## src/hdl/spq_pkg.sv

```systemverilog
package spq_pkg;

  localparam int KIND_W   = 8;
  localparam int PRIO_W   = 32;
  localparam int STATUS_W = 3;

  typedef enum logic [STATUS_W-1:0] {
    ST_OK    = 3'd0,
    ST_NULL  = 3'd1,
    ST_DUP   = 3'd2,
    ST_FULL  = 3'd3,
    ST_EMPTY = 3'd4
  } spq_status_t;

  // Commands from the controller to the datapath.
  typedef struct packed {
    logic        load_item;
    logic        scan_init;
    logic        scan_step;
    logic        shdn_init;
    logic        shdn_step;
    logic        wr_new;
    logic        rd_front;
    logic        cap_front;
    logic        shup_step;
    logic        cnt_inc;
    logic        cnt_dec;
    logic        ld_result;
    spq_status_t status;
  } spq_cmd_t;

  // Status from the datapath back to the controller.
  typedef struct packed {
    logic mode_rm;
    logic null_h;
    logic dup;
    logic full;
    logic empty;
    logic idx_at_count;
    logic idx_at_pos;
    logic out_busy;
  } spq_flags_t;

endpackage

```

## src/hdl/spq_ctrl.sv

```systemverilog
module spq_ctrl
  import spq_pkg::*;
(
  input  logic       clk,
  input  logic       rst_n,
  input  logic       in_tvalid,
  output logic       in_tready,
  input  spq_flags_t flags,
  output spq_cmd_t   cmd
);

  typedef enum logic [3:0] {
    S_IDLE,
    S_DISPATCH,
    S_SCAN,
    S_SCAN_WAIT,
    S_DECIDE,
    S_SHIFT_DN,
    S_DRAIN_IN,
    S_WR_NEW,
    S_RM_RD0,
    S_RM_CAP,
    S_SHIFT_UP,
    S_DRAIN_RM,
    S_FINISH
  } state_t;

  state_t      state_r, state_nxt;
  spq_status_t status_r, status_nxt;

  assign in_tready = (state_r == S_IDLE);

  always_comb begin
    state_nxt  = state_r;
    status_nxt = status_r;
    cmd        = '0;
    cmd.status = status_r;
    unique case (state_r)
      S_IDLE: begin
        if (in_tvalid) begin
          cmd.load_item = 1'b1;
          state_nxt     = S_DISPATCH;
        end
      end
      S_DISPATCH: begin
        priority if (flags.mode_rm && flags.empty) begin
          status_nxt = ST_EMPTY;
          state_nxt  = S_FINISH;
        end else if (flags.mode_rm) begin
          status_nxt = ST_OK;
          state_nxt  = S_RM_RD0;
        end else if (flags.null_h) begin
          status_nxt = ST_NULL;
          state_nxt  = S_FINISH;
        end else begin
          cmd.scan_init = 1'b1;
          state_nxt     = S_SCAN;
        end
      end
      S_SCAN: begin
        if (flags.idx_at_count) begin
          state_nxt = S_SCAN_WAIT;
        end else begin
          cmd.scan_step = 1'b1;
        end
      end
      S_SCAN_WAIT: begin
        state_nxt = S_DECIDE;
      end
      S_DECIDE: begin
        priority if (flags.dup) begin
          status_nxt = ST_DUP;
          state_nxt  = S_FINISH;
        end else if (flags.full) begin
          status_nxt = ST_FULL;
          state_nxt  = S_FINISH;
        end else begin
          status_nxt    = ST_OK;
          cmd.shdn_init = 1'b1;
          state_nxt     = S_SHIFT_DN;
        end
      end
      S_SHIFT_DN: begin
        if (flags.idx_at_pos) begin
          state_nxt = S_DRAIN_IN;
        end else begin
          cmd.shdn_step = 1'b1;
        end
      end
      S_DRAIN_IN: begin
        state_nxt = S_WR_NEW;
      end
      S_WR_NEW: begin
        cmd.wr_new  = 1'b1;
        cmd.cnt_inc = 1'b1;
        state_nxt   = S_FINISH;
      end
      S_RM_RD0: begin
        cmd.rd_front = 1'b1;
        state_nxt    = S_RM_CAP;
      end
      S_RM_CAP: begin
        cmd.cap_front = 1'b1;
        state_nxt     = S_SHIFT_UP;
      end
      S_SHIFT_UP: begin
        if (flags.idx_at_count) begin
          state_nxt = S_DRAIN_RM;
        end else begin
          cmd.shup_step = 1'b1;
        end
      end
      S_DRAIN_RM: begin
        cmd.cnt_dec = 1'b1;
        state_nxt   = S_FINISH;
      end
      S_FINISH: begin
        if (!flags.out_busy) begin
          cmd.ld_result = 1'b1;
          state_nxt     = S_IDLE;
        end
      end
      default: begin
        state_nxt = S_IDLE;
      end
    endcase
  end

  always_ff @(posedge clk) begin
    if (!rst_n) begin
      state_r  <= S_IDLE;
      status_r <= ST_OK;
    end else begin
      state_r  <= state_nxt;
      status_r <= status_nxt;
    end
  end

endmodule

```

## src/hdl/spq_dp.sv

```systemverilog
module spq_dp
  import spq_pkg::*;
#(
  parameter int DEPTH       = 64,
  parameter int HANDLE_BITS = 16,
  parameter int CW          = $clog2(DEPTH + 1),
  parameter int IN_W        = ((HANDLE_BITS + KIND_W + PRIO_W + 7) / 8) * 8,
  parameter int OUT_W       = ((CW + HANDLE_BITS + KIND_W + PRIO_W + 7) / 8) * 8
) (
  input  logic                clk,
  input  logic                rst_n,
  input  logic [IN_W-1:0]     in_tdata,
  input  logic                in_tuser,
  input  spq_cmd_t            cmd,
  output spq_flags_t          flags,
  input  logic                out_tready,
  output logic                out_tvalid,
  output logic [OUT_W-1:0]    out_tdata,
  output logic [STATUS_W-1:0] out_tuser
);

  localparam int AW = (DEPTH > 1) ? $clog2(DEPTH) : 1;
  localparam int HB = HANDLE_BITS;
  localparam int EW = HB + KIND_W + PRIO_W;

  // Entry layout, lowest bit up: handle, kind, priority.
  logic [EW-1:0] mem [DEPTH];

  logic                     mode_r;
  logic [HB-1:0]            h_r;
  logic [KIND_W-1:0]        k_r;
  logic signed [PRIO_W-1:0] p_r;

  logic [CW-1:0] count_r;
  logic [CW-1:0] idx_r;
  logic [CW-1:0] pos_r;
  logic [CW-1:0] cmp_idx_r;
  logic          cmp_v_r;
  logic          dup_r;
  logic          found_r;

  logic [EW-1:0] rd_data_r;
  logic          wv_r;
  logic [AW-1:0] wa_r;

  logic [EW-1:0] front_r;

  logic                     out_valid_r;
  logic [STATUS_W-1:0]      out_status_r;
  logic [CW-1:0]            out_count_r;
  logic [EW-1:0]            out_entry_r;

  logic          rd_en;
  logic [CW-1:0] rd_idx;
  logic signed [PRIO_W-1:0] rd_prio;

  assign rd_prio = $signed(rd_data_r[EW-1:HB+KIND_W]);

  always_comb begin
    rd_en  = cmd.scan_step | cmd.shup_step | cmd.shdn_step | cmd.rd_front;
    rd_idx = idx_r;
    if (cmd.shdn_step) begin
      rd_idx = idx_r - CW'(1);
    end else if (cmd.rd_front) begin
      rd_idx = '0;
    end
  end

  // Entry store: one write port, one registered read port.
  always_ff @(posedge clk) begin
    if (wv_r) begin
      mem[wa_r] <= rd_data_r;
    end else if (cmd.wr_new) begin
      mem[pos_r[AW-1:0]] <= {p_r, k_r, h_r};
    end
    if (rd_en) begin
      rd_data_r <= mem[rd_idx[AW-1:0]];
    end
  end

  always_ff @(posedge clk) begin
    if (cmd.load_item) begin
      mode_r  <= in_tuser;
      h_r     <= in_tdata[HB-1:0];
      k_r     <= in_tdata[HB+KIND_W-1:HB];
      p_r     <= $signed(in_tdata[EW-1:HB+KIND_W]);
      front_r <= '0;
    end else if (cmd.cap_front) begin
      front_r <= rd_data_r;
    end

    if (cmd.scan_init) begin
      idx_r   <= '0;
      pos_r   <= count_r;
      dup_r   <= 1'b0;
      found_r <= 1'b0;
    end else begin
      if (cmd.shdn_init) begin
        idx_r <= count_r;
      end else if (cmd.shdn_step) begin
        idx_r <= idx_r - CW'(1);
      end else if (cmd.rd_front) begin
        idx_r <= CW'(1);
      end else if (cmd.scan_step || cmd.shup_step) begin
        idx_r <= idx_r + CW'(1);
      end
      // The first stored entry with a larger priority marks the insert point.
      if (cmp_v_r) begin
        if (rd_data_r[HB-1:0] == h_r) begin
          dup_r <= 1'b1;
        end
        if (!found_r && (rd_prio > p_r)) begin
          found_r <= 1'b1;
          pos_r   <= cmp_idx_r;
        end
      end
    end

    cmp_idx_r <= idx_r;
    if (cmd.shdn_step) begin
      wa_r <= idx_r[AW-1:0];
    end else begin
      wa_r <= rd_idx[AW-1:0] - AW'(1);
    end
  end

  always_ff @(posedge clk) begin
    if (!rst_n) begin
      count_r <= '0;
      cmp_v_r <= 1'b0;
      wv_r    <= 1'b0;
    end else begin
      cmp_v_r <= cmd.scan_step;
      wv_r    <= cmd.shdn_step | cmd.shup_step;
      if (cmd.cnt_inc) begin
        count_r <= count_r + CW'(1);
      end else if (cmd.cnt_dec) begin
        count_r <= count_r - CW'(1);
      end
    end
  end

  // Output register: holds one result until the sink takes it.
  always_ff @(posedge clk) begin
    if (!rst_n) begin
      out_valid_r <= 1'b0;
    end else if (cmd.ld_result) begin
      out_valid_r <= 1'b1;
    end else if (out_tready) begin
      out_valid_r <= 1'b0;
    end
    if (cmd.ld_result) begin
      out_status_r <= cmd.status;
      out_count_r  <= count_r;
      out_entry_r  <= front_r;
    end
  end

  assign out_tvalid = out_valid_r;
  assign out_tuser  = out_status_r;
  assign out_tdata  = OUT_W'({out_entry_r, out_count_r});

  always_comb begin
    flags.mode_rm      = mode_r;
    flags.null_h       = (h_r == '0);
    flags.dup          = dup_r;
    flags.full         = (count_r == CW'(DEPTH));
    flags.empty        = (count_r == '0);
    flags.idx_at_count = (idx_r == count_r);
    flags.idx_at_pos   = (idx_r == pos_r);
    flags.out_busy     = out_valid_r & ~out_tready;
  end

endmodule

```

## src/hdl/stable_priority_queue.sv

```systemverilog
// Channel   Direction  Ports                                  Contents
// in_       sink       in_tvalid in_tready in_tdata in_tuser  one operation
// out_      source     out_tvalid out_tready out_tdata out_tuser  one result
//
// Operations: an insert scans every queued entry, then shifts the entries behind
// its place in the queue down by one; a remove shifts all the others up by one;
// the pace of both is set by the entry memory, which moves one entry a cycle.
// Reset: rst_n is synchronous and active low; the queue comes up empty.
// Stalls: a result waits in the output register; the next operation is taken
// and worked on meanwhile, and only its own result waits for that register.
module stable_priority_queue
  import spq_pkg::*;
#(
  parameter int DEPTH       = 64,
  parameter int HANDLE_BITS = 16,
  // The count field needs to hold DEPTH itself, hence the extra code.
  localparam int CW    = $clog2(DEPTH + 1),
  localparam int IN_W  = ((HANDLE_BITS + KIND_W + PRIO_W + 7) / 8) * 8,
  localparam int OUT_W = ((CW + HANDLE_BITS + KIND_W + PRIO_W + 7) / 8) * 8
) (
  input  logic clk,
  input  logic rst_n,

  input  logic                 in_tvalid,
  output logic                 in_tready,
  // in_tdata, lowest bit up: item_handle, kind, priority_req, zero fill.
  input  logic [IN_W-1:0]      in_tdata,
  // in_tuser: mode (0 insert, 1 remove front entry).
  input  logic                 in_tuser,

  output logic                 out_tvalid,
  input  logic                 out_tready,
  // out_tdata, lowest bit up: count, out_handle, out_kind, out_priority, zero fill.
  output logic [OUT_W-1:0]     out_tdata,
  // out_tuser: status.
  output logic [STATUS_W-1:0]  out_tuser
);

  spq_cmd_t   cmd;
  spq_flags_t flags;

  // The controller sequences each operation: for an insert, a scan for a duplicate
  // handle and the insert point and a shift down to open a gap; for a remove, a
  // shift up to close the gap at the front; finally loading of the result.
  spq_ctrl u_ctrl (
    .clk       (clk),
    .rst_n     (rst_n),
    .in_tvalid (in_tvalid),
    .in_tready (in_tready),
    .flags     (flags),
    .cmd       (cmd)
  );

  // The datapath holds the sorted entry memory, the count, the scan
  // comparators and the output register.
  spq_dp #(
    .DEPTH       (DEPTH),
    .HANDLE_BITS (HANDLE_BITS),
    .CW          (CW),
    .IN_W        (IN_W),
    .OUT_W       (OUT_W)
  ) u_dp (
    .clk        (clk),
    .rst_n      (rst_n),
    .in_tdata   (in_tdata),
    .in_tuser   (in_tuser),
    .cmd        (cmd),
    .flags      (flags),
    .out_tready (out_tready),
    .out_tvalid (out_tvalid),
    .out_tdata  (out_tdata),
    .out_tuser  (out_tuser)
  );

  // Once a transfer is taken the block is busy with it on the next cycle.
  a_busy_after_accept: assert property (
    @(posedge clk) disable iff (!rst_n)
    (in_tvalid && in_tready) |=> !in_tready
  ) else $error("input taken again straight after a transfer");

  // A new entry is never written into a full queue.
  a_no_write_when_full: assert property (
    @(posedge clk) disable iff (!rst_n)
    cmd.wr_new |-> !flags.full
  ) else $error("entry written while the queue is full");

  // A result is never loaded over one that the sink has not yet taken.
  a_no_result_overwrite: assert property (
    @(posedge clk) disable iff (!rst_n)
    cmd.ld_result |-> !flags.out_busy
  ) else $error("pending result overwritten");

  // An empty report always carries a zero count.
  a_empty_count_zero: assert property (
    @(posedge clk) disable iff (!rst_n)
    (out_tvalid && (out_tuser == ST_EMPTY)) |-> (out_tdata[CW-1:0] == '0)
  ) else $error("empty status with a non-zero count");

endmodule
```

## config.mk

```make
export PLATFORM = sky130hd
export DESIGN_NAME = stable_priority_queue
export DESIGN_NICKNAME = d
export VERILOG_FILES = /design/src/hdl/spq_pkg.sv /design/src/hdl/spq_ctrl.sv /design/src/hdl/spq_dp.sv /design/src/hdl/stable_priority_queue.sv
export SDC_FILE = /design/constraint.sdc
export NUM_CORES = 2
export LEC_CHECK = 0
export BUFFER_PORTS_ARGS = -buffer_cell sky130_fd_sc_hd__buf_2
export CORE_UTILIZATION = 30
export CTS_BUF_LIST = sky130_fd_sc_hd__clkbuf_4
export DETAILED_ROUTE_END_ITERATION = 12
export PLACE_DENSITY = 0.49
export SYNTH_ARGS = -nofsm -noshare
export SYNTH_HDL_FRONTEND = slang
export SYNTH_SLANG_ARGS = --single-unit
export TNS_END_PERCENT = 1
```

## constraint.sdc

```tcl
create_clock -name clk -period 11.5 [get_ports clk]
set_input_delay 0.575 -clock clk [delete_from_list [all_inputs] [get_ports clk]]
set_output_delay 0.575 -clock clk [all_outputs]
set_load 0.02 [all_outputs]
```

# == Word-level counts from Yosys, hierarchy flattened ==
# Memory sizes are Yosys's and may differ from the RTL's. A register that Yosys moved wholly into a read port is not among the register bits.
# Cells that the tools add are included.
# W data, S select, Z words.
# op_classes
n_addsub,5
n_lt_le_gt_ge,1
eq_ne,22
muxes,59
bitwise,6
reduce_logical,20
# op_table
cell,count
$mux W7,9
$mux W56,1
$reduce_or A56 Y1,1
$pmux W4 S12,1
$mux W4,10
$gt A32 B32 Y1,1
$mux W1,28
$mux W6,4
$eq A4 B4 Y1 const B,5
$eq A16 B16 Y1,1
$eq A4 B3 Y1 const B,4
$logic_not A16 Y1,1
$add A7 B1 Y7 const B,2
$eq A7 B7 Y1,2
$sub A7 B1 Y7 const B,2
$ne A2 B2 Y1 const B,5
$reduce_bool A2 Y1,5
$mux W3,3
$eq A4 B2 Y1 const B,2
$reduce_and A2 Y1,4
$eq A7 B7 Y1 const B,1
$logic_not A7 Y1,1
$pmux W3 S2,1
$sub A6 B1 Y6 const B,1
other kinds (13),18
# word_totals
register_bits,225
ram_bits,3584
in_bits,61
output_inout_bits,69
word_cells,134
n_memories,1
# memory_table
memory,words,width,rd,rd_clocked_by_memory_dff,wr,line,rtl
u_dp.mem,64,56,1,1,1,spq_dp.sv:27,logic [EW-1:0] mem [DEPTH];

# == Depth between registers and ports, before layout ==
# depth
depth_word,8
mapped_depth,15
depth_no_buf,11

# == Cells and area by module ==
# Synthesis repeated with hierarchy kept, for this count alone.
# unflattened
cells_unflattened,8240
area_unflattened_um2,143617.7
# modules_own_cells
module,instances,cells_per_inst,area_per_inst_um2,seq_area_each_um2
spq_dp,1,8164,143023.4,114970.3
spq_ctrl,1,76,594.3,140.1

# == Least setup slack after synthesis ==
# No wires, ideal clock.
# synth_path
kind,register to register
start,reg u_ctrl.state_r[2]
end,reg u_dp.out_count_r[0] (enable)
setup_ns,0.572
arrival_ns,5.309
required_ns,10.928
path_slack_ns,5.619
stages_incl_launch_ff,4
n_path_buf,1
period_less_slack_ns,5.881
cell_sequence,dfxtp_1 clkbuf_1 nand2_1 nor3_1
# synth_rtl
item,line,rtl
from (decl),spq_ctrl.sv:28,"state_t state_r, state_nxt;"
from (signal assigned),spq_ctrl.sv:134,state_r <= state_nxt;
to (signal assigned),spq_dp.sv:154,out_count_r <= count_r;
to (decl),spq_dp.sv:50,logic [CW-1:0] out_count_r;

# == Final worst setup path ==
# layout_path
start,reg u_dp.idx_r[1]
end,"reg u_dp.rd_data_r[41], read port of u_dp.mem (data pin)"
# layout_between
elab_chain_len,6
word_cells_on_any_way,13
classes_between,1 x add/sub; 2 x eq/ne; 7 x mux; 3 x bitwise
# layout_lines
item,line,rtl
from (decl),spq_dp.sv:35,logic [CW-1:0] idx_r;
from (signal assigned),spq_dp.sv:99,idx_r <= count_r;
from (signal assigned),spq_dp.sv:101,idx_r <= idx_r - CW'(1);
from (signal assigned),spq_dp.sv:105,idx_r <= idx_r + CW'(1);
$eq A7 B7 Y1,spq_dp.sv:169,flags.idx_at_count = (idx_r == count_r);
$mux W1,"spq_ctrl.sv:61, spq_ctrl.sv:107",
$mux W1,spq_ctrl.sv:38,unique case (state_r)
$or A1 B1 Y1 (3 in series),spq_dp.sv:60,rd_en = cmd.scan_step | cmd.shup_step | cmd.shdn_step | cmd.rd_front;
to (decl),spq_dp.sv:42,logic [EW-1:0] rd_data_r;
# Parallel ways exist; a longest one is shown, timed or not.
# A chain may end at the register's enable or synchronous reset.

==> impl_summary.log <==
[metrics] Final Hold Viols: 0
[metrics] overall die area: 513000 sq um
[metrics] result of the run: complete, but fails checks
[metrics] IO Pins: 130
[metrics] leakage power figure: 55.7 nW
[metrics] type of the tightest min-delay check: primary input to flop
[metrics] worst slew margin relative to its limit: 1.34%
[metrics] # nets final: 11.0k
[metrics] global router's overall resource usage: 18.6%
[metrics] Final HPWL DP: 272000 microns
[metrics] CTS Buffer Depth: 4
[metrics] Core Rows: 261
[metrics] die outline width: 716 microns
[metrics] buffers inserted by post-CTS timing repair: 0
[metrics] last weighted congestion value of the routability-driven placer: 0.830
[metrics] area of the mapped netlist: 153000 sq um
[metrics] part of the Yosys area used for sequential elements: 75.3%
[metrics] power density of the placed cells: 257 nW/um^2
[metrics] CP required: 12.84 ns
[metrics] synthesized area divided by synthesized cell count: 15.1 sq um
[metrics] Worst Reg2Reg Path Length in Cells: 11
[metrics] number of antenna violations at the first check in global routing: 36
[metrics] deepest level of the CTS H-tree: 6
[metrics] Slew @ Worst Pin: 1.46 ns
[metrics] hold-critical path depth: 4
[metrics] total count of max-transition violations in the final report: 0
[metrics] worst hold slack across all endpoints: 0.218 ns
[metrics] via density per instance: 5.28
[metrics] startpoint class of the critical path: flop
[metrics] clock tree from TritonCTS: built
[metrics] antenna viol nets, final: 0
[metrics] Remaining DRCs: 0
[metrics] Post-Route Setup TNS: 0 ns
[metrics] Worst R2R Setup Slack: 4.78 ns
[metrics] Filler Cell Count: 48.7k
[metrics] TritonCTS buffer count: 939
[metrics] leftover overflow at the end of global routing: 0
[metrics] violated checks: max-capacitance violations
[metrics] 1st-pass router iterations: 8
[metrics] # Max-Cap Violations: 2
[metrics] Final Skew: 0.157 ns
[metrics] worst-skew pair later-pin latency: 1.78 ns
[metrics] post-synthesis async set-or-reset flop share: 0%
[metrics] post_cts resized: 0
[metrics] final setup fails: 0
[metrics] via count: 97.0k
[metrics] clock period minus worst slack: 6.72 ns
[metrics] area inside the core boundary: 507000 sq um
[metrics] highest clock rate: 149 MHz
[metrics] # clock sinks: 3865
[metrics] number of warnings issued by yosys: 0
[metrics] number of instances in the synthesized netlist: 10.1k
[metrics] final worst-path cycle share: 58.4%
[metrics] number of synthesized flops with an enable pin: 3770
[metrics] end of the worst register-to-register path: u_dp.rd_data_r[41]
[metrics] number of register bits inferred by synthesis: 3865
[metrics] RSZ-0062 raised after global routing: false
[metrics] wire length of the first global-routing pass: 698000 microns
[metrics] Initial Util: 30.2%
[metrics] pin count of the biggest net entering global routing: 146
[metrics] R2R Path Start: u_dp.idx_r[1]
[metrics] kind of critical path: flop to flop
[metrics] Detailed Route WL: 493000 microns
[metrics] worst-case vdd ir drop: 0.211 mV
[metrics] drt initial violations: 9881
[metrics] routed len/inst: 26.8 microns
[metrics] clock edge transition at the registers on the reported setup and hold paths: 0.07 ns
[metrics] element type at the critical path end: flop
[metrics] root buffer selected by CTS: sky130_fd_sc_hd__clkbuf_4
[metrics] number of hold-repair buffers added at the cts stage: 178
[metrics] Hold Crit Start: in_tvalid
[metrics] growth of design area from synthesis to finish: 15.1%
[metrics] via count of the first global-routing pass: 94.9k
[metrics] net count of the mapped netlist: 10.2k
[metrics] buffers added on ports: 128
[metrics] die height: 716 microns
[metrics] Most used DFF post-synth: sky130_fd_sc_hd__edfxtp_1
[metrics] arrival time at the worst endpoint: 8.06 ns
[metrics] Cell variety after synth: 64
[metrics] endpoint with the worst hold slack: u_dp.front_r[54]
[metrics] fraction of layout instances using a drive strength above 1: 18.2%
[metrics] CP max FO: 130
[through the flow]
step	instances	area, sq um	power [mW]	utilization, %	setup slack, ns
global route	18400	176000	47.2	34.7	4.60
floorplan	10100	153000	26.9	-	5.62
global placement	16500	162000	33.8	32.0	4.90
CTS	18400	176000	45.5	34.7	5.01
detailed placement	16500	162000	33.9	32.0	5.04
finish	18400	176000	45.3	34.7	4.78
[flip-flops by register name (all words and copies together) (netlist names), 7 cells and up]
| signal | cells |
|---|---|
| u_dp.cmp_idx_r | 7 |
| u_dp.k_r | 8 |
| u_dp.mem | 3584 |
| u_dp.p_r | 32 |
| u_dp.front_r | 56 |
| u_dp.out_entry_r | 56 |
| u_dp.pos_r | 7 |
| u_dp.rd_data_r | 56 |
| u_dp.count_r | 7 |
| u_dp.out_count_r | 7 |
| u_dp.h_r | 16 |
| u_dp.idx_r | 7 |
[kinds of logic (layout without fill, tap and decap cells)]
logic type      count (synthesis)  count (layout)  share of synthesized area, %
buf+inv                       811            2329                          2.28
compound gates               2179            2179                          12.0
flops                        3865            3865                          75.3
fa+ha+maj                      41              41                         0.340
simple gates                 3140            3140                          9.44
other cells                     1              23                       0.00245
mux                            67              67                         0.493
xor+xnor                       39              39                         0.223
[Yosys cell counts, drive strengths merged (6+ instances only)]
cell type,n,area [sq um]
edfxtp,3770,113000
nand2,1969,7390
and2,902,5640
a211oi,897,6760
a311oi,896,7850
clkbuf,568,2130
buf,199,1200
o41ai,170,2220
nor2,106,400
dfxtp,95,1900
a21oi,83,419
nor4,66,413
mux2,57,642
o2111ai,56,490
inv,44,165
ha,40,500
xnor2,26,228
o21ai,23,115
nand2b,20,125
nor3,16,80.1
a31oi,15,100
nand3,13,65.1
nor2b,13,81.3
xor2,13,114
nand4,12,75.1
a21o,10,75.1
mux2i,10,113
or2,7,43.8
and3,6,37.5
o21a,6,45.0
[final cells by class]
type	instances	area, sq um	share of cell area [%]
Sequential cell	3865	115000	65.4
Multi-Input combinational cell	5467	35200	20.0
Clock buffer	1347	10100	5.75
Tap cell	6706	8390	4.77
Timing Repair Buffer	596	4940	2.81
Clock inverter	342	2000	1.14
Inverter	44	175	0.0995
Antenna cell	22	55.1	0.0313
[critical path, cell delays in order, from the launching register on]
cell	delay [ns]
sky130_fd_sc_hd__dfxtp_1	0.68
sky130_fd_sc_hd__xor2_1	0.21
sky130_fd_sc_hd__nor3_1	0.37
sky130_fd_sc_hd__a31o_1	0.69
sky130_fd_sc_hd__nor2_1	0.20
sky130_fd_sc_hd__a21oi_4	0.68
sky130_fd_sc_hd__buf_12	0.51
sky130_fd_sc_hd__buf_4	0.62
sky130_fd_sc_hd__buf_4	0.56
sky130_fd_sc_hd__a311oi_1	0.19
sky130_fd_sc_hd__o41ai_1	1.12
sky130_fd_sc_hd__o2111ai_1	0.23
[cells in the final DEF (no fill, tap or decap), drive strengths merged, types with 16 or more instances in the layout]
cell type	n
a21oi	83
nand2	1969
nor4	66
diode	22
ha	40
bufinv	21
o21ai	23
buf	418
nor2	106
mux2	57
nor3	16
o41ai	170
dfxtp	95
nand2b	20
clkbuf	1347
and2	902
edfxtp	3770
o2111ai	56
a311oi	896
clkinv	297
xnor2	26
dlygate4sd3	178
a211oi	897
inv	62
[layer usage]
metal  vias to the layer above  part of all wire, %  global-route usage, %
met5                         -                0.012                      0
met4                         8                  2.2                   4.79
met3                       712                  7.4                   3.27
met2                      4112                   46                   29.8
met1                     50300                   44                   26.1
li1                      41900                    -                      -
[power by group]
group	switching, mW	leakage [nW]	internal (mW)
clock	5.62	7.14	5.85
combinational	12.0	13.8	3.77
sequential	0.517	34.7	17.5
[how the worst max path moves through the flow]
stage / start / end / slack (ns)
6_report: u_dp.idx_r[1] / u_dp.rd_data_r[41] / 4.78
5_1_grt: u_dp.idx_r[2] / u_dp.rd_data_r[41] / 4.60
4_1_cts: u_dp.idx_r[1] / u_dp.rd_data_r[50] / 5.01
3_5_place_dp: u_dp.idx_r[2] / u_dp.rd_data_r[41] / 5.04
3_3_place_gp: u_dp.idx_r[0] / u_dp.rd_data_r[4] / 4.90
2_1_floorplan: u_ctrl.state_r[2] / u_dp.out_count_r[0] / 5.62
No activity file was read; power rests on OpenSTA's default activity.
